## config.mk

```make
export PLATFORM = sky130hd
export DESIGN_NAME = dmpd_ctrl
export DESIGN_NICKNAME = d
export VERILOG_FILES = /design/src/depth_min_pool_downscale_defines.svh /design/src/dmpd_pkg.sv /design/src/dmpd_ctrl.sv
export SDC_FILE = /design/constraint.sdc
export NUM_CORES = 1
export LEC_CHECK = 0
export ABC_AREA = 1
export BUFFER_PORTS_ARGS = -buffer_cell sky130_fd_sc_hd__buf_4
export CAP_MARGIN = 20
export CORE_AREA = 3 3 40 42
export CTS_BUF_LIST = sky130_fd_sc_hd__clkbuf_4 sky130_fd_sc_hd__clkbuf_8
export DETAILED_ROUTE_END_ITERATION = 7
export DIE_AREA = 0 0 43 45
export PLACE_DENSITY = 0.56
export SYNTH_ARGS = -nofsm -noshare
export SYNTH_HDL_FRONTEND = slang
export SYNTH_SLANG_ARGS = --single-unit
export TNS_END_PERCENT = 1
```

## constraint.sdc

```tcl
create_clock -name clk -period 1.3 [get_ports clk]
set_input_delay 0.195 -clock clk [delete_from_list [all_inputs] [get_ports clk]]
set_output_delay 0.195 -clock clk [all_outputs]
set_load 0.1 [all_outputs]
```

## src/depth_min_pool_downscale_defines.svh

```systemverilog
`ifndef DEPTH_MIN_POOL_DOWNSCALE_DEFINES_SVH
`define DEPTH_MIN_POOL_DOWNSCALE_DEFINES_SVH

// Same-cycle check: the consequent must hold whenever the antecedent holds.
`define DMPD_ASSERT_NOW(lbl, ante, cons) \
  lbl: assert property (@(posedge clk) disable iff (!rst_n) (ante) |-> (cons)) \
    else $error("dmpd check failed: same-cycle rule");

// Next-cycle check: the consequent must hold in the cycle after the antecedent.
`define DMPD_ASSERT_NEXT(lbl, ante, cons) \
  lbl: assert property (@(posedge clk) disable iff (!rst_n) (ante) |=> (cons)) \
    else $error("dmpd check failed: next-cycle rule");

`endif

```

## src/dmpd_pkg.sv

```systemverilog
package dmpd_pkg;

  // Store and field sizes.
  localparam int MAX_CELLS  = 4096;
  localparam int CELL_AW    = $clog2(MAX_CELLS);
  localparam int DEPTH_BITS = 16;
  localparam int PIX_W      = 12;
  localparam int CFG_IN_W   = 13;
  localparam int CFG_OUT_W  = 7;
  localparam int GRID_W     = 6;
  localparam int GRID_MAX   = 64;
  localparam int PROD_W     = PIX_W + GRID_W;
  localparam int DIV_STEPS  = GRID_W;
  localparam int DIV_CNT_W  = $clog2(DIV_STEPS);
  localparam int CFG_AW     = 4;
  localparam int CFG_DW     = 32;

  localparam logic [DEPTH_BITS-1:0] DEPTH_INF = {DEPTH_BITS{1'b1}};

  // Register indexes on the configuration port.
  typedef enum logic [1:0] {
    REG_IN_WIDTH   = 2'd0,
    REG_IN_HEIGHT  = 2'd1,
    REG_OUT_WIDTH  = 2'd2,
    REG_OUT_HEIGHT = 2'd3
  } dmpd_reg_t;

  // Controller states.
  typedef enum logic [2:0] {
    ST_CLEAR,
    ST_IDLE,
    ST_MUL,
    ST_DIV,
    ST_IDX,
    ST_RD,
    ST_UPD
  } dmpd_state_t;

  // Configuration register contents.
  typedef struct packed {
    logic [CFG_IN_W-1:0]  in_width;
    logic [CFG_IN_W-1:0]  in_height;
    logic [CFG_OUT_W-1:0] out_width;
    logic [CFG_OUT_W-1:0] out_height;
  } dmpd_cfg_t;

  // Controller to datapath commands.
  typedef struct packed {
    logic clear;
    logic load;
    logic mul;
    logic div_step;
    logic idx;
    logic rd;
    logic upd;
  } dmpd_cmd_t;

  // Datapath to controller status.
  typedef struct packed {
    logic clear_last;
    logic bad;
    logic out_busy;
  } dmpd_sts_t;

  // Grid size as used: zero acts as one, anything above the maximum as the maximum.
  function automatic logic [CFG_OUT_W-1:0] clamp_grid(input logic [CFG_OUT_W-1:0] v);
    logic [CFG_OUT_W-1:0] r;
    if (v == '0) begin
      r = CFG_OUT_W'(1);
    end else if (v > CFG_OUT_W'(GRID_MAX)) begin
      r = CFG_OUT_W'(GRID_MAX);
    end else begin
      r = v;
    end
    return r;
  endfunction

endpackage

```

## src/dmpd_ctrl.sv

```systemverilog
module dmpd_ctrl (
  input  logic                clk,
  input  logic                rst_n,
  input  logic                in_tvalid,
  output logic                in_tready,
  input  dmpd_pkg::dmpd_sts_t sts,
  output dmpd_pkg::dmpd_cmd_t cmd
);

  dmpd_pkg::dmpd_state_t            state_r, state_nxt;
  logic [dmpd_pkg::DIV_CNT_W-1:0]   cnt_r, cnt_nxt;

  // State and step counter registers.
  always_ff @(posedge clk) begin
    if (!rst_n) begin
      state_r <= dmpd_pkg::ST_CLEAR;
      cnt_r   <= '0;
    end else begin
      state_r <= state_nxt;
      cnt_r   <= cnt_nxt;
    end
  end

  // Next state and commands.
  always_comb begin
    state_nxt = state_r;
    cnt_nxt   = cnt_r;
    cmd       = '0;
    in_tready = 1'b0;
    case (state_r)
      dmpd_pkg::ST_CLEAR: begin
        cmd.clear = 1'b1;
        if (sts.clear_last) begin
          state_nxt = dmpd_pkg::ST_IDLE;
        end
      end
      dmpd_pkg::ST_IDLE: begin
        in_tready = 1'b1;
        if (in_tvalid) begin
          cmd.load  = 1'b1;
          state_nxt = dmpd_pkg::ST_MUL;
        end
      end
      dmpd_pkg::ST_MUL: begin
        // Bad pixels skip the division and the cell store.
        cmd.mul   = 1'b1;
        cnt_nxt   = '0;
        state_nxt = sts.bad ? dmpd_pkg::ST_UPD : dmpd_pkg::ST_DIV;
      end
      dmpd_pkg::ST_DIV: begin
        cmd.div_step = 1'b1;
        if (cnt_r == dmpd_pkg::DIV_CNT_W'(dmpd_pkg::DIV_STEPS - 1)) begin
          state_nxt = dmpd_pkg::ST_IDX;
        end else begin
          cnt_nxt = cnt_r + 1'b1;
        end
      end
      dmpd_pkg::ST_IDX: begin
        cmd.idx   = 1'b1;
        state_nxt = dmpd_pkg::ST_RD;
      end
      dmpd_pkg::ST_RD: begin
        cmd.rd    = 1'b1;
        state_nxt = dmpd_pkg::ST_UPD;
      end
      dmpd_pkg::ST_UPD: begin
        // Wait until the output register can take the result.
        if (!sts.out_busy) begin
          cmd.upd   = 1'b1;
          state_nxt = dmpd_pkg::ST_IDLE;
        end
      end
      default: begin
        state_nxt = dmpd_pkg::ST_IDLE;
      end
    endcase
  end

endmodule

```

==> parameters.txt, run 1 <==
Parameter                              Value

Outcome
  Status ... finished, violations left
  Failing checks ... negative setup slack

Hold path
  End point of the most critical hold path ... state_r[0]
  Path type of the worst min-delay path ... in2reg
  Number of instances on the worst hold path ... 3
  HP Start ... rst_n

Global routing
  Largest net degree at the start of global routing ... 6
  Antenna violations before repair ... 0
  Global-route wire length before repair ... 2.08 mm
  Total GRT Usage ... 14.1%
  Via count of the first global-routing pass ... 510
  GRT Residual Overflow ... 0

Critical path
  Largest stage delay on the critical path ... 0.36 ns
  Reg2reg path depth ... 7
  Critical path class ... reg2out
  Highest-delay cell along the critical path ... sky130_fd_sc_hd__dfxtp_4
  Ordered list of cells on the worst path ... inv_2 > nor2_4 > inv_2 > nor3_4 > buf_12
  Worst Setup End Kind ... primary output
  Arrival time of data at the critical path endpoint ... 1.21 ns
  Flop2flop setup slack ... 0.08 ns
  Crit path from ... state_r[0]
  Startpoint class of the critical path ... flip-flop
  CP most frequent cell ... sky130_fd_sc_hd__inv_2
  End of the worst register-to-register path ... state_r[2]
  Reg-to-reg startpoint ... state_r[0]
  Worst path required time ... 1.11 ns
  CP Max Fanout ... 3

Yosys
  Number of cells produced by synthesis ... 66
  Top post-synthesis cells by area ... sky130_fd_sc_hd__dfxtp_1 28%, sky130_fd_sc_hd__nand2_1 11%, sky130_fd_sc_hd__inv_1 10%, sky130_fd_sc_hd__ha_1 5.8%, sky130_fd_sc_hd__nand3_1 4.6%
  Cell area after synthesis ... 432 µm²
  Cell type contributing the most total cell area after synthesis ... sky130_fd_sc_hd__dfxtp_1
  Fraction of the yosys area taken by sequential cells ... 27.8%
  Largest family of logic cells by synthesized area ... simple AND/OR/NAND/NOR gates
  Multiplexer area fraction after synthesis ... 0%
  Share of Yosys cell area claimed by the top area cell type ... 27.8%
  Cell variety after synth ... 21
  Fraction of the mapped netlist area in simple logic gates ... 38.6%
  Top FF cell, synth ... sky130_fd_sc_hd__dfxtp_1
  Share of the synthesized netlist area taken by xor and xnor gates ... 2.03%
  Adder-cell share of the synthesized area ... 5.80%
  Leading cell type by number of instances after synthesis ... sky130_fd_sc_hd__nand2_1
  Post-synthesis async set-or-reset flop share ... 0%
  Compound-gate portion of the synthesized area ... 11.9%
  Average instance area after synthesis ... 6.54 µm²
  Number of flops mapped to enable cells by yosys ... 0
  Warning count from the yosys run ... 0
  Synthesized Nets ... 74
  Top cells by count, synth ... 13 x sky130_fd_sc_hd__nand2_1, 12 x sky130_fd_sc_hd__inv_1, 6 x sky130_fd_sc_hd__dfxtp_1
  Register bit total from synthesis ... 6

CTS
  CTS Buffer Depth ... 2
  Clock transition at the register clock pins on the worst setup and hold paths after CTS ... 0.04 ns
  CTS H-tree depth ... 1
  Clock root buffer ... sky130_fd_sc_hd__clkbuf_4
  CTS buffer count ... 3
  CTS Sinks ... 6
  Skew-Pair Late Insertion Delay ... 0.24 ns
  TritonCTS clock tree ... yes

Cells and area
  Area Overhead vs Synth ... 88.4%
  # nets final ... 99
  Fin util ... 63.3%
  Antenna fix cells ... 0
  Share of layout cells above drive strength 1 ... 58.4%

STA
  Final setup fails ... 5
  Clk_skew ... 0.00447 ns
  RSZ-0062 raised after global routing ... true
  Worst-margin pin slew ... 0.250 ns
  Highest Clock Rate ... 712 MHz
  Final number of max-transition violations ... 0
  Crit path time final ... 1.40 ns
  Tcrit/Tclk final ... 108%
  Worst slew slack as a fraction of its limit ... 83.2%
  Final critical-path setup slack ... -0.105 ns
  Count of endpoints failing hold in the final timing report ... 0

Detailed routing
  Remaining DRCs ... 0
  Wire length after detailed routing ... 1.12 mm
  Number of routed nets with antenna violations ... 0
  Via/cell ratio ... 4.80
  DR pass1 iterations ... 4
  Initial DRC Count ... 4
  Total number of vias ... 499
  WL/cell ... 10.8 µm

Placed design
  IO Port Bufs ... 13
  Total half-perimeter wirelength after legalization and detailed placement ... 884 µm
  Routability congestion estimate from global placement ... 0.802

Floorplanning
  Core box area ... 0.00128 mm²
  Initial cell density of the core ... 33.6%
  Chip height ... 45 µm
  Total Die Area ... 0.00194 mm²
  Standard-cell rows ... 13
  I/O pin cnt ... 14
  Width of the die ... 43 µm

Job
  Max Cap Viol ... 0
[what timing repair did]
item | 4_1_cts | 5_1_grt
setup buffers | 1 | 0
pin swaps | 2 | 2
hold buffers | 0 | 0
gates resized for setup | 33 | 7
endpoints found under the setup margin | 8 | 10
[area by class of cell]
type	count	area, µm²
fillers	119	472
flip-flops and latches	6	131
multi-input cells	46	325
inverters	13	53.8
repair buffers	21	262
clock buffers	3	22.5
well taps	15	18.8
[worst max path at each step]
stage          endpoint  slack, ns  cells past startpoint
5_1_grt          cmd[5]      -0.19                      5
3_3_place_gp     cmd[5]       0.02                      5
2_1_floorplan    cmd[0]      -0.48                      3
6_report         cmd[5]      -0.10                      5
4_1_cts          cmd[5]      -0.13                      5
3_5_place_dp     cmd[5]      0.008                      5
[stage by stage]
| step | TNS, ns | hold slack (ns) | area, µm² | cells | worst slack, ns |
|---|---|---|---|---|---|
| global placement | 0 | 0.441 | 654 | 100 | 0.0167 |
| finish | -0.275 | 0.197 | 813 | 104 | -0.105 |
| floorplan | -2.77 | 0.308 | 488 | 66 | -0.480 |
| global route | -0.741 | 0.211 | 813 | 104 | -0.187 |
| detailed placement | 0 | 0.442 | 654 | 100 | 0.00839 |
| CTS | -0.417 | 0.191 | 795 | 104 | -0.127 |
[layer usage]
layer	track usage, %	share of wire, %	up-vias
met5	0	0	-
met1	18.1	44	230
li1	-	-	260
met4	1.81	0	0
met3	5.18	4.5	0
met2	23.4	51	9
[cells by family (layout without fill, tap and decap cells)]
family,Yosys count,count (layout)
DFF,6,6
AOI/OAI and AO/OA,9,9
buffers and inverters,14,37
and+or+nand+nor,34,34
adders and majority gates,2,2
xor gates and xnor gates,1,1
[state kept, by name (all words and copies together), names as in the netlist]
name     cells
cnt_r        3
state_r      3
[cell usage in the layout (no fill, tap or decap), types with 2 or more instances in the layout]
master                     instances
sky130_fd_sc_hd__buf_4            12
sky130_fd_sc_hd__nand2_1           8
sky130_fd_sc_hd__buf_12            8
sky130_fd_sc_hd__nand2_2           7
sky130_fd_sc_hd__inv_2             6
sky130_fd_sc_hd__inv_1             6
sky130_fd_sc_hd__nor2_4            4
sky130_fd_sc_hd__nand3_1           4
sky130_fd_sc_hd__o21ai_0           3
sky130_fd_sc_hd__clkbuf_4          3
sky130_fd_sc_hd__dfxtp_1           3
sky130_fd_sc_hd__dfxtp_4           3
sky130_fd_sc_hd__nor2_2            2
sky130_fd_sc_hd__nor3_4            2
sky130_fd_sc_hd__nand4_1           2
sky130_fd_sc_hd__a21oi_1           2
sky130_fd_sc_hd__nor2_1            2
sky130_fd_sc_hd__a21oi_2           2
sky130_fd_sc_hd__ha_1              2
[worst max-delay path: cells and delay by family, from the launching register on]
family,cells,cell delay (ns)
buffers and inverters,3,0.32
and+or+nand+nor,2,0.29
DFF,1,0.36
Power of run 1 is not shown: default switching activity piles up to over one toggle a cycle in this logic, so the estimate is an artifact.
==> run 2, diff against run 1 <==
--- a/config.mk
+++ b/config.mk
@@ -6,13 +6,13 @@
 export NUM_CORES = 1
 export LEC_CHECK = 0
 export ABC_AREA = 1
-export BUFFER_PORTS_ARGS = -buffer_cell sky130_fd_sc_hd__buf_4
 export CAP_MARGIN = 20
 export CORE_AREA = 3 3 40 42
 export CTS_BUF_LIST = sky130_fd_sc_hd__clkbuf_4 sky130_fd_sc_hd__clkbuf_8
 export DETAILED_ROUTE_END_ITERATION = 7
 export DIE_AREA = 0 0 43 45
-export PLACE_DENSITY = 0.56
+export DONT_BUFFER_PORTS = 1
+export PLACE_DENSITY = 0.47
 export SYNTH_ARGS = -nofsm -noshare
 export SYNTH_HDL_FRONTEND = slang
 export SYNTH_SLANG_ARGS = --single-unit
==> run 2 against run 1 <==
  * The run still ends with negative setup slack left
  * Critical endpoint is now cmd[0]
  * Sequential share of layout area grew 0.27 points
  * Clock-buffer cell count did not move
  * Core utilization is 2.2 points lower
  * Fmax grew 2.1%
  * Register-to-register slack better by 0.05 ns
  * Wire length is 5.6% lower
  * Final area is 3.5% lower
  * Worst hold slack got worse by 0.12 ns
  * Critical path depth shrank 2
  * Cell count fell by 2.9%
==> parameters.txt, run 2 (synthesized netlist as in run 1, its figures left out) <==
Parameter                              Value

Outcome
  Status ... finished, violations left (unchanged)
  Failing checks ... negative setup slack (unchanged)

Floorplanning
  Width of the die ... 43 µm (unchanged)
  Standard-cell rows ... 13 (unchanged)
  Chip height ... 45 µm (unchanged)
  Initial cell density of the core ... 33.6% (unchanged)
  I/O pin cnt ... 14 (unchanged)
  Core box area ... 0.00128 mm² (unchanged)
  Total Die Area ... 0.00194 mm² (unchanged)

CTS
  CTS Sinks ... 6 (unchanged)
  TritonCTS clock tree ... yes (unchanged)
  Count of hold-fix buffers inserted at cts ... 0 (unchanged)
  CTS H-tree depth ... 1 (unchanged)
  Clock root buffer ... sky130_fd_sc_hd__clkbuf_4 (unchanged)
  Skew-Pair Late Insertion Delay ... 0.24 ns (about the same)
  CTS Buffer Depth ... 2 (unchanged)
  CTS buffer count ... 3 (unchanged)
  Clock transition at the register clock pins on the worst setup and hold paths after CTS ... 0.04 ns (about the same)

STA
  Final setup fails ... 6 (was 5)
  Count of endpoints failing hold in the final timing report ... 0 (unchanged)
  Worst slew slack as a fraction of its limit ... 82.8% (was 83.2%)
  Clk_skew ... 0.00445 ns (was 0.00447 ns)
  Highest Clock Rate ... 727 MHz (was 712 MHz)
  Tcrit/Tclk final ... 106% (was 108%)
  Crit path time final ... 1.38 ns (was 1.40 ns)
  RSZ-0062 raised after global routing ... true (unchanged)
  Final number of max-transition violations ... 0 (unchanged)
  Final critical-path setup slack ... -0.0758 ns (was -0.105 ns)
  Worst-margin pin slew ... 0.256 ns (was 0.250 ns)

Critical path
  Critical path class ... reg2out (unchanged)
  Arrival time of data at the critical path endpoint ... 1.18 ns (was 1.21 ns)
  Largest stage delay on the critical path ... 0.39 ns (was 0.36 ns)
  Worst path required time ... 1.11 ns (about the same)
  Cell type group with the largest total delay on the critical path ... flip-flops (unchanged)
  Highest-delay cell along the critical path ... sky130_fd_sc_hd__dfxtp_4 (unchanged)
  CP Max Fanout ... 5 (was 3)
  Ordered list of cells on the worst path ... inv_6 > nor4_4 > buf_12 (was inv_2 > nor2_4 > inv_2 > nor3_4 > buf_12)
  Startpoint class of the critical path ... flip-flop (unchanged)
  Worst Setup End Kind ... primary output (unchanged)
  Buf/Inv on CP ... 2 (was 3)

Detailed routing
  Via/cell ratio ... 4.74 (was 4.80)
  Total number of vias ... 479 (was 499)
  WL/cell ... 10.4 µm (was 10.8 µm)
  Wire length after detailed routing ... 1.06 mm (was 1.12 mm)
  Remaining DRCs ... 0 (unchanged)
  Number of routed nets with antenna violations ... 0 (unchanged)
  Initial DRC Count ... 10 (was 4)
  DR pass1 iterations ... 4 (unchanged)

Cells and area
  Top flop regs ... cnt_r: 3 flops, state_r: 3 flops (unchanged)
  Share of layout cells above drive strength 1 ... 55.8% (was 58.4%)
  Leading cell type in the layout, fill and taps excluded ... sky130_fd_sc_hd__buf_4 (unchanged)
  Number of filler instances in the final layout ... 110 (was 119)
  Area Overhead vs Synth ... 81.7% (was 88.4%)
  Antenna fix cells ... 0 (unchanged)
  # nets final ... 96 (was 99)
  Leading cell types in the layout, fill and taps excluded ... 9 x sky130_fd_sc_hd__buf_4, 8 x sky130_fd_sc_hd__nand2_1, 8 x sky130_fd_sc_hd__buf_12 (was 12 x sky130_fd_sc_hd__buf_4, 8 x sky130_fd_sc_hd__nand2_1, 8 x sky130_fd_sc_hd__buf_12)

Job
  Max Cap Viol ... 0 (unchanged)

Global routing
  Global-route wire length before repair ... 2.05 mm (was 2.08 mm)
  Via count of the first global-routing pass ... 488 (was 510)
  Total GRT Usage ... 13.9% (was 14.1%)
  Largest net degree at the start of global routing ... 6 (unchanged)
  Antenna violations before repair ... 0 (unchanged)
  GRT Residual Overflow ... 0 (unchanged)

Hold path
  Path type of the worst min-delay path ... in2reg (unchanged)

Placed design
  Routability congestion estimate from global placement ... 0.810 (was 0.802)
  Pre-CTS WS ... 0.0816 ns (was 0.00839 ns)
  IO Port Bufs ... 0 (was 13)
  Total half-perimeter wirelength after legalization and detailed placement ... 865 µm (was 884 µm)
run 2: metal layers:
metal	share of wire (%)	up-vias	wire, µm	global-route usage, %
li1	-	257	-	-
met2	47	13	497	21.0
met1	46	209	481	19.4
met5	0	-	0	0
met4	0	0	0	1.81
met3	7.2	0	76	5.58
run 2: final timing paths:
check | endpoint | slack [ns] | cells after the start | from
setup / recovery | cmd[0] | -0.08 | 3 | state_r[2]
hold / removal | state_r[0] | 0.08 | 2 | rst_n
setup reg to reg | state_r[2] | 0.13 | 8 | state_r[0]
hold reg to reg | cnt_r[1] | 0.49 | 2 | cnt_r[1]
run 2: final cells by class:
type | instances | area, µm² | share of cell area, %
repair buffers | 18 | 239 | 30.5
flip-flops and latches | 6 | 129 | 16.4
clock buffers | 3 | 22.5 | 2.87
well taps | 15 | 18.8 | 2.39
inverters | 13 | 53.8 | 6.86
multi-input cells | 46 | 322 | 41.0
run 2: timing repair:
item	in CTS	in global routing
cloned	0	0
pin swaps	3	2
setup buffers	3	0
gates resized for setup	13	7
endpoints found under the setup margin	8	10
run 2: metrics by stage:
step,TNS (ns),util (%),std cells,instance area [µm²],hold slack (ns)
CTS,-0.431,60.0,101,771,0.0792
floorplan,-2.77,-,66,488,0.308
detailed placement,0,53.8,95,692,0.323
finish,-0.219,61.1,101,785,0.0791
global placement,0,53.8,95,692,0.321
global route,-0.617,61.1,101,785,0.0886
Power of run 2 is left out for the same reason.
