### config.mk
export PLATFORM = sky130hd
export DESIGN_NAME = dmpd_cfg
export DESIGN_NICKNAME = d
export VERILOG_FILES = /design/src/depth_min_pool_downscale_defines.svh /design/src/dmpd_pkg.sv /design/src/dmpd_cfg.sv
export SDC_FILE = /design/constraint.sdc
export NUM_CORES = 1
export LEC_CHECK = 0
export ABC_AREA = 1
export ABC_CLOCK_PERIOD_IN_PS = 3500
export BUFFER_PORTS_ARGS = -buffer_cell sky130_fd_sc_hd__buf_2
export CORE_ASPECT_RATIO = 0.5
export CORE_MARGIN = 5
export CORE_UTILIZATION = 47
export CTS_CLUSTER_SIZE = 12
export DETAILED_ROUTE_END_ITERATION = 10
export PLACE_DENSITY = 0.85
export RECOVER_POWER = 25
export SLEW_MARGIN = 25
export SYNTH_ARGS = -nofsm -noshare
export SYNTH_HDL_FRONTEND = slang
export SYNTH_SLANG_ARGS = --single-unit
### constraint.sdc
create_clock -name clk -period 3.5 [get_ports clk]
set_clock_uncertainty 0.2 [all_clocks]
set_input_delay 0.7 -clock clk [delete_from_list [all_inputs] [get_ports clk]]
set_output_delay 0.7 -clock clk [all_outputs]
set_load 0.005 [all_outputs]
### src/depth_min_pool_downscale_defines.svh
`ifndef DEPTH_MIN_POOL_DOWNSCALE_DEFINES_SVH
`define DEPTH_MIN_POOL_DOWNSCALE_DEFINES_SVH

// Same-cycle check: the consequent must hold whenever the antecedent holds.
`define DMPD_ASSERT_NOW(lbl, ante, cons) \
  lbl: assert property (@(posedge clk) disable iff (!rst_n) (ante) |-> (cons)) \
    else $error("dmpd check failed: same-cycle rule");

// Next-cycle check: the consequent must hold in the cycle after the antecedent.
`define DMPD_ASSERT_NEXT(lbl, ante, cons) \
  lbl: assert property (@(posedge clk) disable iff (!rst_n) (ante) |=> (cons)) \
    else $error("dmpd check failed: next-cycle rule");

`endif

### src/dmpd_pkg.sv
package dmpd_pkg;

  // Store and field sizes.
  localparam int MAX_CELLS  = 4096;
  localparam int CELL_AW    = $clog2(MAX_CELLS);
  localparam int DEPTH_BITS = 16;
  localparam int PIX_W      = 12;
  localparam int CFG_IN_W   = 13;
  localparam int CFG_OUT_W  = 7;
  localparam int GRID_W     = 6;
  localparam int GRID_MAX   = 64;
  localparam int PROD_W     = PIX_W + GRID_W;
  localparam int DIV_STEPS  = GRID_W;
  localparam int DIV_CNT_W  = $clog2(DIV_STEPS);
  localparam int CFG_AW     = 4;
  localparam int CFG_DW     = 32;

  localparam logic [DEPTH_BITS-1:0] DEPTH_INF = {DEPTH_BITS{1'b1}};

  // Register indexes on the configuration port.
  typedef enum logic [1:0] {
    REG_IN_WIDTH   = 2'd0,
    REG_IN_HEIGHT  = 2'd1,
    REG_OUT_WIDTH  = 2'd2,
    REG_OUT_HEIGHT = 2'd3
  } dmpd_reg_t;

  // Controller states.
  typedef enum logic [2:0] {
    ST_CLEAR,
    ST_IDLE,
    ST_MUL,
    ST_DIV,
    ST_IDX,
    ST_RD,
    ST_UPD
  } dmpd_state_t;

  // Configuration register contents.
  typedef struct packed {
    logic [CFG_IN_W-1:0]  in_width;
    logic [CFG_IN_W-1:0]  in_height;
    logic [CFG_OUT_W-1:0] out_width;
    logic [CFG_OUT_W-1:0] out_height;
  } dmpd_cfg_t;

  // Controller to datapath commands.
  typedef struct packed {
    logic clear;
    logic load;
    logic mul;
    logic div_step;
    logic idx;
    logic rd;
    logic upd;
  } dmpd_cmd_t;

  // Datapath to controller status.
  typedef struct packed {
    logic clear_last;
    logic bad;
    logic out_busy;
  } dmpd_sts_t;

  // Grid size as used: zero acts as one, anything above the maximum as the maximum.
  function automatic logic [CFG_OUT_W-1:0] clamp_grid(input logic [CFG_OUT_W-1:0] v);
    logic [CFG_OUT_W-1:0] r;
    if (v == '0) begin
      r = CFG_OUT_W'(1);
    end else if (v > CFG_OUT_W'(GRID_MAX)) begin
      r = CFG_OUT_W'(GRID_MAX);
    end else begin
      r = v;
    end
    return r;
  endfunction

endpackage

### src/dmpd_cfg.sv
module dmpd_cfg (
  input  logic                               clk,
  input  logic                               rst_n,
  input  logic                               cfg_psel,
  input  logic                               cfg_penable,
  input  logic                               cfg_pwrite,
  input  logic [dmpd_pkg::CFG_AW-1:0]        cfg_paddr,
  input  logic [dmpd_pkg::CFG_DW-1:0]        cfg_pwdata,
  output logic [dmpd_pkg::CFG_DW-1:0]        cfg_prdata,
  output logic                               cfg_pready,
  output dmpd_pkg::dmpd_cfg_t                cfg
);

  dmpd_pkg::dmpd_cfg_t cfg_r;
  dmpd_pkg::dmpd_reg_t reg_sel;
  logic                wr_en;

  assign cfg_pready = 1'b1;
  assign reg_sel    = dmpd_pkg::dmpd_reg_t'(cfg_paddr[3:2]);
  assign wr_en      = cfg_psel & cfg_penable & cfg_pwrite & cfg_pready;
  assign cfg        = cfg_r;

  // Register file with reset values of a VGA frame and a 64x48 grid.
  always_ff @(posedge clk) begin
    if (!rst_n) begin
      cfg_r.in_width   <= dmpd_pkg::CFG_IN_W'(640);
      cfg_r.in_height  <= dmpd_pkg::CFG_IN_W'(480);
      cfg_r.out_width  <= dmpd_pkg::CFG_OUT_W'(64);
      cfg_r.out_height <= dmpd_pkg::CFG_OUT_W'(48);
    end else if (wr_en) begin
      case (reg_sel)
        dmpd_pkg::REG_IN_WIDTH:   cfg_r.in_width   <= cfg_pwdata[dmpd_pkg::CFG_IN_W-1:0];
        dmpd_pkg::REG_IN_HEIGHT:  cfg_r.in_height  <= cfg_pwdata[dmpd_pkg::CFG_IN_W-1:0];
        dmpd_pkg::REG_OUT_WIDTH:  cfg_r.out_width  <= cfg_pwdata[dmpd_pkg::CFG_OUT_W-1:0];
        dmpd_pkg::REG_OUT_HEIGHT: cfg_r.out_height <= cfg_pwdata[dmpd_pkg::CFG_OUT_W-1:0];
        default: ;
      endcase
    end
  end

  // Read mux.
  always_comb begin
    case (reg_sel)
      dmpd_pkg::REG_IN_WIDTH:   cfg_prdata = dmpd_pkg::CFG_DW'(cfg_r.in_width);
      dmpd_pkg::REG_IN_HEIGHT:  cfg_prdata = dmpd_pkg::CFG_DW'(cfg_r.in_height);
      dmpd_pkg::REG_OUT_WIDTH:  cfg_prdata = dmpd_pkg::CFG_DW'(cfg_r.out_width);
      dmpd_pkg::REG_OUT_HEIGHT: cfg_prdata = dmpd_pkg::CFG_DW'(cfg_r.out_height);
      default:                  cfg_prdata = '0;
    endcase
  end

endmodule

==> flow_metrics.env, run 1 <==
export IMPL_status="completed"
export IMPL_drt_first_pass_iters=5
export IMPL_tns_ns=0
export IMPL_p_leak_nw=1.20
export IMPL_max_freq_mhz=372
export IMPL_gr_total_overflow=0
export IMPL_clockRootBuffer="clkbuf_8"
export IMPL_routabilityCongestion=0.793
export IMPL_cp_slowest_cell="nor2_2"
export IMPL_rr_worst_depth=2
export IMPL_ys_types=16
export IMPL_endpoint_kind="output port"
export IMPL_syn_instance_count=302
export IMPL_first_iter_violations=128
export IMPL_crit_required_ns=2.60
export IMPL_postRouteAntennaNets=0
export IMPL_wl_um=5170
export IMPL_cts_hold_buffers=0
export IMPL_hpwl_um=3770
export IMPL_routedWlPerCell_um=12.3
export IMPL_period_needed_ns=2.69
export IMPL_fp_dieW_um=102
export IMPL_largest_register_ff_count=40
export IMPL_io_pins=114
export IMPL_cp_top_family="buffers and inverters"
export IMPL_rsz0062_at_grt="no"
export IMPL_yosysTopAreaCellShare=0.400
export IMPL_cts_resized=0
export IMPL_placed_cells=415
export IMPL_hold_viol=0
export IMPL_drc=0
export IMPL_yosys_area_top_type="dfxtp_1"
export IMPL_cts_buffer_depth=2
export IMPL_finalCritPeriodShare=0.768
export IMPL_cts_tree="done"
export IMPL_holdWs_ns=0.289
export IMPL_area_delta_synth_final_pct=17.9
export IMPL_hold_class="reg -> reg"
export IMPL_reg2reg_slack_ns=2.68
export IMPL_n_antenna_cell=0
export IMPL_critPathArrivalTime_ns=1.79
export IMPL_num_rows=16
export IMPL_die_h_um=56.1
export IMPL_finalSetupViolCount=0
export IMPL_track_usage=0.182
export IMPL_start_util=0.500
export IMPL_relSlewSlack=0.520
export IMPL_worstPathCellList="buf_2, inv_2, nor2_2, buf_4, nand2_1, nand4_1, buf_2"
export IMPL_grt_max_degree=41
export IMPL_timing_rr_end="cfg[30]"
export IMPL_core_area_um2=4000
export IMPL_tightest_slew_ns=0.719
export IMPL_fin_cells=420
export IMPL_whs_path_depth=2
export IMPL_synth_seq_area_share=0.400
export IMPL_hp_start="cfg[19]"
export IMPL_ir_worst_vdd_mv=0.199
export IMPL_nets=409
export IMPL_regToRegStartpoint="cfg[30]"
export IMPL_grt_first_pass_wirelength_um=8580
export IMPL_syn_area_um2=2000
export IMPL_crit_path_start_kind="input pin"
export IMPL_cts_made_buffers=5
export IMPL_worst_slack_ns=0.811
export IMPL_place_ws_ns=0.800
export IMPL_synthTopCellsByArea="dfxtp_1 40%, nand2_1 16%, nor2_1 12%"
export IMPL_yosysWarnings=0
export IMPL_io_buffers=72
export IMPL_fillers=366
export IMPL_synth_area_per_cell_um2=6.62
export IMPL_critPathMostFrequentCell="buf_2"
export IMPL_slew_viol_final=0
export IMPL_final_area_um2=2360
export IMPL_drive_gt1_frac=0.230
export IMPL_clk_pin_slew_ns=0.07
export IMPL_cap_violations=0
export IMPL_power_density_nw_per_um2=361
export IMPL_first_global_vias=1972
export IMPL_viasPerCell=4.90
export IMPL_die_area_um2=5740
export IMPL_critPathMaxStageDelay_ns=0.32
export IMPL_cts_setup_buffers=0
export IMPL_placed_area_um2=2300
export IMPL_synth_seq_cells=40
export IMPL_h_tree_depth=2
export IMPL_hold_end="cfg[19]"
export IMPL_grt_antenna_before_repair=0
export IMPL_clock_sinks=40
export IMPL_vias=2056
export IMPL_clock_latency_ns=0.28
export IMPL_crit_fanout=15
export IMPL_cp_num_buf_inv=4
export IMPL_worstSetupPathType="in -> out"
-- cell families after synthesis --
kind of cell / synth area share
buffers and inverters: 0.141
other: 0.00375
DFF: 0.400
AOI/OAI and AO/OA: 0.0288
and+or+nand+nor: 0.426
-- tightest hold or removal path, delay by kind of cell (launching register included) --
kind	cells	cell delay, ns
flops	1	0.35
simple gates	2	0.12
-- power breakdown --
part           total [W]  switching (W)  internal [W]
Sequential      0.000473     0.00000740      0.000465
Combinational   0.000112      0.0000716     0.0000406
Clock           0.000268       0.000139      0.000128
-- cell type report --
cell class	count	area [µm²]	share of cell area
multi-input combinational	229	982	0.416
sequential	40	801	0.339
timing repair buffer	76	380	0.161
clock buffer	5	68.8	0.0292
tap	54	67.6	0.0286
inverter	16	60.1	0.0255
-- cell usage in the layout (no fill, tap or decap) --
| master | synthesis | routed |
|---|---|---|
| buf_4 | 21 | 4 |
| clkbuf_1 | 1 | 7 |
| dfxtp_1 | 40 | 40 |
| inv_1 | 13 | 13 |
| buf_2 | 10 | 64 |
| nor2_2 | 8 | 7 |
| nand3_2 | 1 | 1 |
| a22o_1 | 6 | 6 |
| nor2_1 | 62 | 63 |
| nand4_1 | 7 | 7 |
| clkbuf_8 | 0 | 5 |
| inv_2 | 3 | 3 |
| buf_1 | 3 | 1 |
| nand2_1 | 84 | 84 |
| conb_1 | 2 | 20 |
| nand3_1 | 40 | 40 |
| o21ai_0 | 1 | 1 |
-- worst max-delay path by stage --
stage                            start             end  slack [ns]  cells after the start
final                     cfg_paddr[2]   cfg_prdata[5]        0.81                      7
after global routing      cfg_paddr[2]   cfg_prdata[4]        0.69                      7
after CTS                 cfg_paddr[2]   cfg_prdata[6]        0.82                      7
after detailed placement  cfg_paddr[2]   cfg_prdata[6]        0.80                      7
after global placement    cfg_paddr[2]   cfg_prdata[4]        0.83                      7
after floorplan           cfg_paddr[3]  cfg_prdata[10]        1.35                      3
-- per-stage QoR --
step	utilization	total power, W
6_report	0.589	0.000852
5_1_grt	0.589	0.000900
4_1_cts	0.593	0.000859
3_5_place_dp	0.575	0.000595
3_3_place_gp	0.575	0.000591
2_1_floorplan	-	0.000566
-- cells in the mapped netlist (all sizes together) --
cell,instances
o21ai,1
conb,2
dfxtp,40
nand3,41
nor2,70
nand2,84
clkbuf,1
a22o,6
buf,34
nand4,7
inv,16
-- metal layers --
layer,track usage,part of all wire,up-vias
met5,0,0,-
met4,0.0561,0.0045,0
met3,0.0375,0.074,4
met2,0.340,0.51,84
met1,0.206,0.41,935
li1,-,-,1033
(Power assumes the default switching activity.)
==> run 2: changes to the inputs <==
--- a/config.mk
+++ b/config.mk
@@ -6,14 +6,14 @@
 export NUM_CORES = 1
 export LEC_CHECK = 0
 export ABC_AREA = 1
-export ABC_CLOCK_PERIOD_IN_PS = 3500
+export ABC_CLOCK_PERIOD_IN_PS = 2200
 export BUFFER_PORTS_ARGS = -buffer_cell sky130_fd_sc_hd__buf_2
 export CORE_ASPECT_RATIO = 0.5
 export CORE_MARGIN = 5
-export CORE_UTILIZATION = 47
+export CORE_UTILIZATION = 40
 export CTS_CLUSTER_SIZE = 12
 export DETAILED_ROUTE_END_ITERATION = 10
-export PLACE_DENSITY = 0.85
+export PLACE_DENSITY = 0.77
 export RECOVER_POWER = 25
 export SLEW_MARGIN = 25
 export SYNTH_ARGS = -nofsm -noshare
==> constraint.sdc (replaced) <==
create_clock -name clk -period 2.2 [get_ports clk]
set_clock_uncertainty 0.2 [all_clocks]
set_input_delay 0.44 -clock clk [delete_from_list [all_inputs] [get_ports clk]]
set_output_delay 0.44 -clock clk [all_outputs]
set_load 0.005 [all_outputs]
==> run 2 against run 1 <==
  * Global-route usage fell by 1.9 points
  * Power up 87%
  * Clock-buffer cell count is 2 higher
  * Combinational power up 67%
  * Cell area grew 5.9%
  * Sequential cell count unchanged
  * Hold slack got worse by 0.12 ns
  * Setup slack got worse by 0.49 ns
  * First-iteration DRC count is 20% lower
  * Largest power group unchanged
==> flow_metrics.env, run 2 (same netlist as run 1, synthesis figures left out) <==
export IMPL_endpoint_kind="output port"
export IMPL_vias=2049
export IMPL_grt_first_pass_wirelength_um=8450
export IMPL_status="completed"
export IMPL_cts_tree="done"
export IMPL_final_common_cell="nand2_1"
export IMPL_critical_path_startpoint="cfg_paddr[2]"
export IMPL_n_antenna_cell=0
export IMPL_drc=0
export IMPL_gr_total_overflow=0
export IMPL_tightest_slew_ns=0.805
export IMPL_h_tree_depth=2
export IMPL_cts_resized=0
export IMPL_num_rows=18
export IMPL_drive_gt1_frac=0.270
export IMPL_grt_max_degree=41
export IMPL_crit_required_ns=1.56
export IMPL_ir_worst_vdd_mv=0.251
export IMPL_relSlewSlack=0.463
export IMPL_period_needed_ns=1.88
export IMPL_routedWlPerCell_um=11.9
export IMPL_crit_fanout=13
export IMPL_cts_buffer_depth=2
export IMPL_hold_viol=0
export IMPL_finalCritPeriodShare=0.856
export IMPL_wl_um=5270
export IMPL_regToRegStartpoint="cfg[13]"
export IMPL_grt_antenna_before_repair=0
export IMPL_crit_path_start_kind="input pin"
export IMPL_max_freq_mhz=531
export IMPL_hpwl_um=3680
export IMPL_die_h_um=60.0
export IMPL_start_util=0.409
export IMPL_finalSetupViolCount=0
export IMPL_reg2reg_slack_ns=1.37
export IMPL_cts_hold_buffers=0
export IMPL_worstSetupPathType="in -> out"
export IMPL_clock_latency_ns=0.29
export IMPL_cts_made_buffers=5
export IMPL_io_buffers=72
export IMPL_core_area_um2=4890
export IMPL_critPathArrivalTime_ns=1.24
export IMPL_fp_dieW_um=110
export IMPL_postRouteAntennaNets=0
export IMPL_rr_worst_depth=2
export IMPL_nets=414
export IMPL_drt_first_pass_iters=4
export IMPL_clockRootBuffer="clkbuf_8"
export IMPL_worst_slack_ns=0.316
export IMPL_routabilityCongestion=0.823
export IMPL_rsz0062_at_grt="no"
export IMPL_track_usage=0.163
export IMPL_clock_sinks=40
export IMPL_clk_pin_slew_ns=0.08
export IMPL_timing_rr_end="cfg[13]"
export IMPL_viasPerCell=4.61
export IMPL_p_leak_nw=1.29
export IMPL_largest_register_ff_count=40
export IMPL_endpoint="cfg_prdata[1]"
export IMPL_hp_start="cfg_pwdata[7]"
export IMPL_final_cell_mix="84 x nand2_1, 71 x buf_2, 62 x nor2_1, 40 x nand3_1, 40 x dfxtp_1"
export IMPL_fillers=510
export IMPL_whs_path_depth=3
export IMPL_utilization=0.512
export IMPL_place_ws_ns=0.297
export IMPL_area_delta_synth_final_pct=25.0
export IMPL_io_pins=114
export IMPL_power_density_nw_per_um2=638
export IMPL_cts_setup_buffers=0
export IMPL_first_iter_violations=103
export IMPL_cap_violations=0
export IMPL_slew_viol_final=0
export IMPL_hold_class="in -> reg"
export IMPL_tns_ns=0
export IMPL_first_global_vias=1829
export IMPL_die_area_um2=6600
run 2: how the worst min path moves through the flow:
stage / to / slack (ns)
after global routing: cfg[4] / 0.18
final: cfg[21] / 0.17
after floorplan: cfg[4] / 0.27
after detailed placement: cfg[19] / 0.26
after CTS: cfg[34] / 0.17
after global placement: cfg[19] / 0.26
run 2: layer usage:
metal | part of all wire | wire length [µm] | GRT usage
met5 | 0 | 0 | 0
met4 | 0.0053 | 28 | 0.0515
met3 | 0.056 | 296 | 0.0324
met2 | 0.49 | 2580 | 0.289
met1 | 0.45 | 2360 | 0.201
run 2: worst max-delay path: stages:
cell,delay [ns]
buf_2,0.15
inv_2,0.07
nor2_2,0.09
buf_4,0.21
nand2_1,0.07
nand4_1,0.09
buf_2,0.12
run 2: layout make-up:
cell class	instances	area (µm²)	area share
multi-input combinational	229	985	0.394
clock buffer	7	96.3	0.0385
sequential	40	801	0.320
inverter	16	60.1	0.0240
timing repair buffer	81	440	0.176
clock inverter	1	30.0	0.0120
tap	70	87.6	0.0350
run 2: report_power, final:
group,switching [W],total [W],internal [W]
Sequential,0.0000119,0.000751,0.000739
Combinational,0.000115,0.000187,0.0000716
Clock,0.000256,0.000657,0.000400
run 2: through the flow:
stage                     cell area, µm²  hold slack [ns]  instances  total power (W)
after floorplan                     2070            0.273        320         0.000901
after global placement              2370            0.263        436         0.000951
after detailed placement            2370            0.263        436         0.000954
after CTS                           2500            0.165        444          0.00161
after global routing                2500            0.181        444          0.00167
final                               2500            0.172        444          0.00160
==> run 3: changes to the inputs <==
--- a/config.mk
+++ b/config.mk
@@ -6,13 +6,12 @@
 export NUM_CORES = 1
 export LEC_CHECK = 0
 export ABC_AREA = 1
-export ABC_CLOCK_PERIOD_IN_PS = 2200
 export BUFFER_PORTS_ARGS = -buffer_cell sky130_fd_sc_hd__buf_2
 export CORE_ASPECT_RATIO = 0.5
-export CORE_MARGIN = 5
 export CORE_UTILIZATION = 40
 export CTS_CLUSTER_SIZE = 12
 export DETAILED_ROUTE_END_ITERATION = 10
+export MAX_ROUTING_LAYER = met4
 export PLACE_DENSITY = 0.77
 export RECOVER_POWER = 25
 export SLEW_MARGIN = 25
==> run 3 against run 2 <==
  * Critical path depth unchanged
  * Global-route usage increased by 4.0 points
  * Wire length decreased by 4.5%
  * Final cell count decreased by 1.4%
  * Die area decreased by 20%
  * Via count about the same
  * Power increased by 2.5%
  * Critical path type unchanged
  * Largest cell class unchanged
  * Largest power group unchanged
  * Highest routed layer unchanged
==> flow_metrics.env, run 3 (same netlist as run 1, synthesis figures left out) <==
export IMPL_cap_violations=0
export IMPL_track_usage=0.202
export IMPL_status="completed"
export IMPL_finalCritPeriodShare=0.871
export IMPL_fp_dieW_um=102
export IMPL_hold_end="cfg[21]"
export IMPL_tns_ns=0
export IMPL_slew_viol_final=0
export IMPL_endpoint_kind="output port"
export IMPL_dr_wl_met2_um=2510
export IMPL_switchingPower_w=0.000379
export IMPL_crit_required_ns=1.56
export IMPL_regToRegStartpoint="cfg[13]"
export IMPL_multiInputGateArea_um2=982
export IMPL_combPwrFrac=0.113
export IMPL_cts_resized=0
export IMPL_drc=0
export IMPL_tightest_slew_ns=0.704
export IMPL_hold_viol=0
export IMPL_area_delta_synth_final_pct=24.1
export IMPL_finalSetupViolCount=0
export IMPL_cts_made_buffers=5
export IMPL_max_freq_mhz=522
export IMPL_fin_cells=438
export IMPL_core_area_um2=4590
export IMPL_rsz0062_at_grt="no"
export IMPL_grt_first_pass_wirelength_um=8000
export IMPL_num_rows=17
export IMPL_hp_start="cfg_pwdata[7]"
export IMPL_timing_rr_end="cfg[13]"
export IMPL_first_global_vias=1858
export IMPL_io_pins=114
export IMPL_die_area_um2=5310
export IMPL_p_leak_nw=1.28
export IMPL_seq_area_um2=801
export IMPL_cts_setup_buffers=0
export IMPL_largest_register_ff_count=40
export IMPL_drt_first_pass_iters=4
export IMPL_p_clk_frac=0.428
export IMPL_clock_latency_ns=0.29
export IMPL_routabilityCongestion=0.819
export IMPL_power_density_nw_per_um2=658
export IMPL_met3_wirelength_um=392
export IMPL_utilization=0.541
export IMPL_die_h_um=52.0
export IMPL_io_buffers=72
export IMPL_clock_sinks=40
export IMPL_fillers=447
export IMPL_rr_worst_depth=2
export IMPL_holdWs_ns=0.177
export IMPL_grt_antenna_before_repair=0
export IMPL_p_int_w=0.00126
export IMPL_placed_cells=431
export IMPL_swShare=0.232
export IMPL_p_seq_frac=0.459
export IMPL_clk_pin_slew_ns=0.08
export IMPL_drive_gt1_frac=0.258
export IMPL_hold_class="in -> reg"
export IMPL_gr_total_overflow=0
export IMPL_period_needed_ns=1.92
export IMPL_final_cell_mix="84 x nand2_1, 71 x buf_2, 63 x nor2_1, 40 x nand3_1, 40 x dfxtp_1"
export IMPL_m1WireLength_um=2100
export IMPL_clockRootBuffer="clkbuf_8"
export IMPL_wl_um=5030
export IMPL_h_tree_depth=2
export IMPL_first_iter_violations=99
export IMPL_worstSetupPathType="in -> out"
export IMPL_start_util=0.435
export IMPL_reg2reg_slack_ns=1.36
export IMPL_routedWlPerCell_um=11.5
export IMPL_whs_path_depth=3
export IMPL_cts_buffer_depth=2
export IMPL_vias=2051
export IMPL_viasPerCell=4.68
export IMPL_ir_worst_vdd_mv=0.336
export IMPL_postRouteAntennaNets=0
export IMPL_relSlewSlack=0.530
export IMPL_final_common_cell="nand2_1"
export IMPL_highest_layer="met4"
export IMPL_hpwl_um=3550
export IMPL_crit_path_start_kind="input pin"
export IMPL_n_antenna_cell=0
export IMPL_nets=413
export IMPL_crit_fanout=16
export IMPL_grt_max_degree=41
export IMPL_cts_hold_buffers=0
export IMPL_critPathArrivalTime_ns=1.28
export IMPL_cts_tree="done"
==> run 3: metrics by stage <==
| step | worst slack [ns] | area, µm² | total power (W) |
|---|---|---|---|
| 3_3_place_gp | 0.313 | 2360 | 0.000948 |
| 6_report | 0.284 | 2480 | 0.00163 |
| 4_1_cts | 0.309 | 2490 | 0.00164 |
| 2_1_floorplan | 0.567 | 2070 | 0.000901 |
| 5_1_grt | 0.180 | 2480 | 0.00169 |
| 3_5_place_dp | 0.314 | 2360 | 0.000952 |
==> run 3: layer usage <==
metal / track usage / vias up
met5: - / -
met4: 0.0810 / 0
met3: 0.0497 / 2
met2: 0.353 / 83
met1: 0.227 / 920
li1: - / 1046
==> run 3: power by group through the flow <==
stage,combinational (W),sequential [W],clock [W]
4_1_cts,0.000185,0.000751,0.000707
3_3_place_gp,0.000181,0.000767,0
2_1_floorplan,0.000133,0.000769,0
3_5_place_dp,0.000184,0.000768,0
6_report,0.000184,0.000751,0.000699
5_1_grt,0.000209,0.000753,0.000733
==> run 3: how the worst max path moves through the flow <==
stage / startpoint / end / slack (ns) / cells past startpoint
after global placement: cfg_paddr[2] / cfg_prdata[0] / 0.31 / 7
final: cfg_paddr[2] / cfg_prdata[0] / 0.28 / 7
after CTS: cfg_paddr[2] / cfg_prdata[0] / 0.31 / 7
after global routing: cfg_paddr[2] / cfg_prdata[0] / 0.18 / 7
after floorplan: cfg_paddr[3] / cfg_prdata[10] / 0.57 / 3
after detailed placement: cfg_paddr[2] / cfg_prdata[0] / 0.31 / 7
==> run 3: final cells by class <==
type / count / area share
inverter: 16 / 0.0242
timing repair buffer: 80 / 0.173
sequential: 40 / 0.322
tap: 66 / 0.0332
multi-input combinational: 229 / 0.395
clock buffer: 5 / 0.0277
clock inverter: 2 / 0.0242
==> run 3: worst max-delay path, stage by stage <==
cell     delay, ns
buf_2         0.14
inv_1         0.08
nor2_2        0.11
buf_4         0.22
nand2_1       0.07
nand4_1       0.09
buf_2         0.12
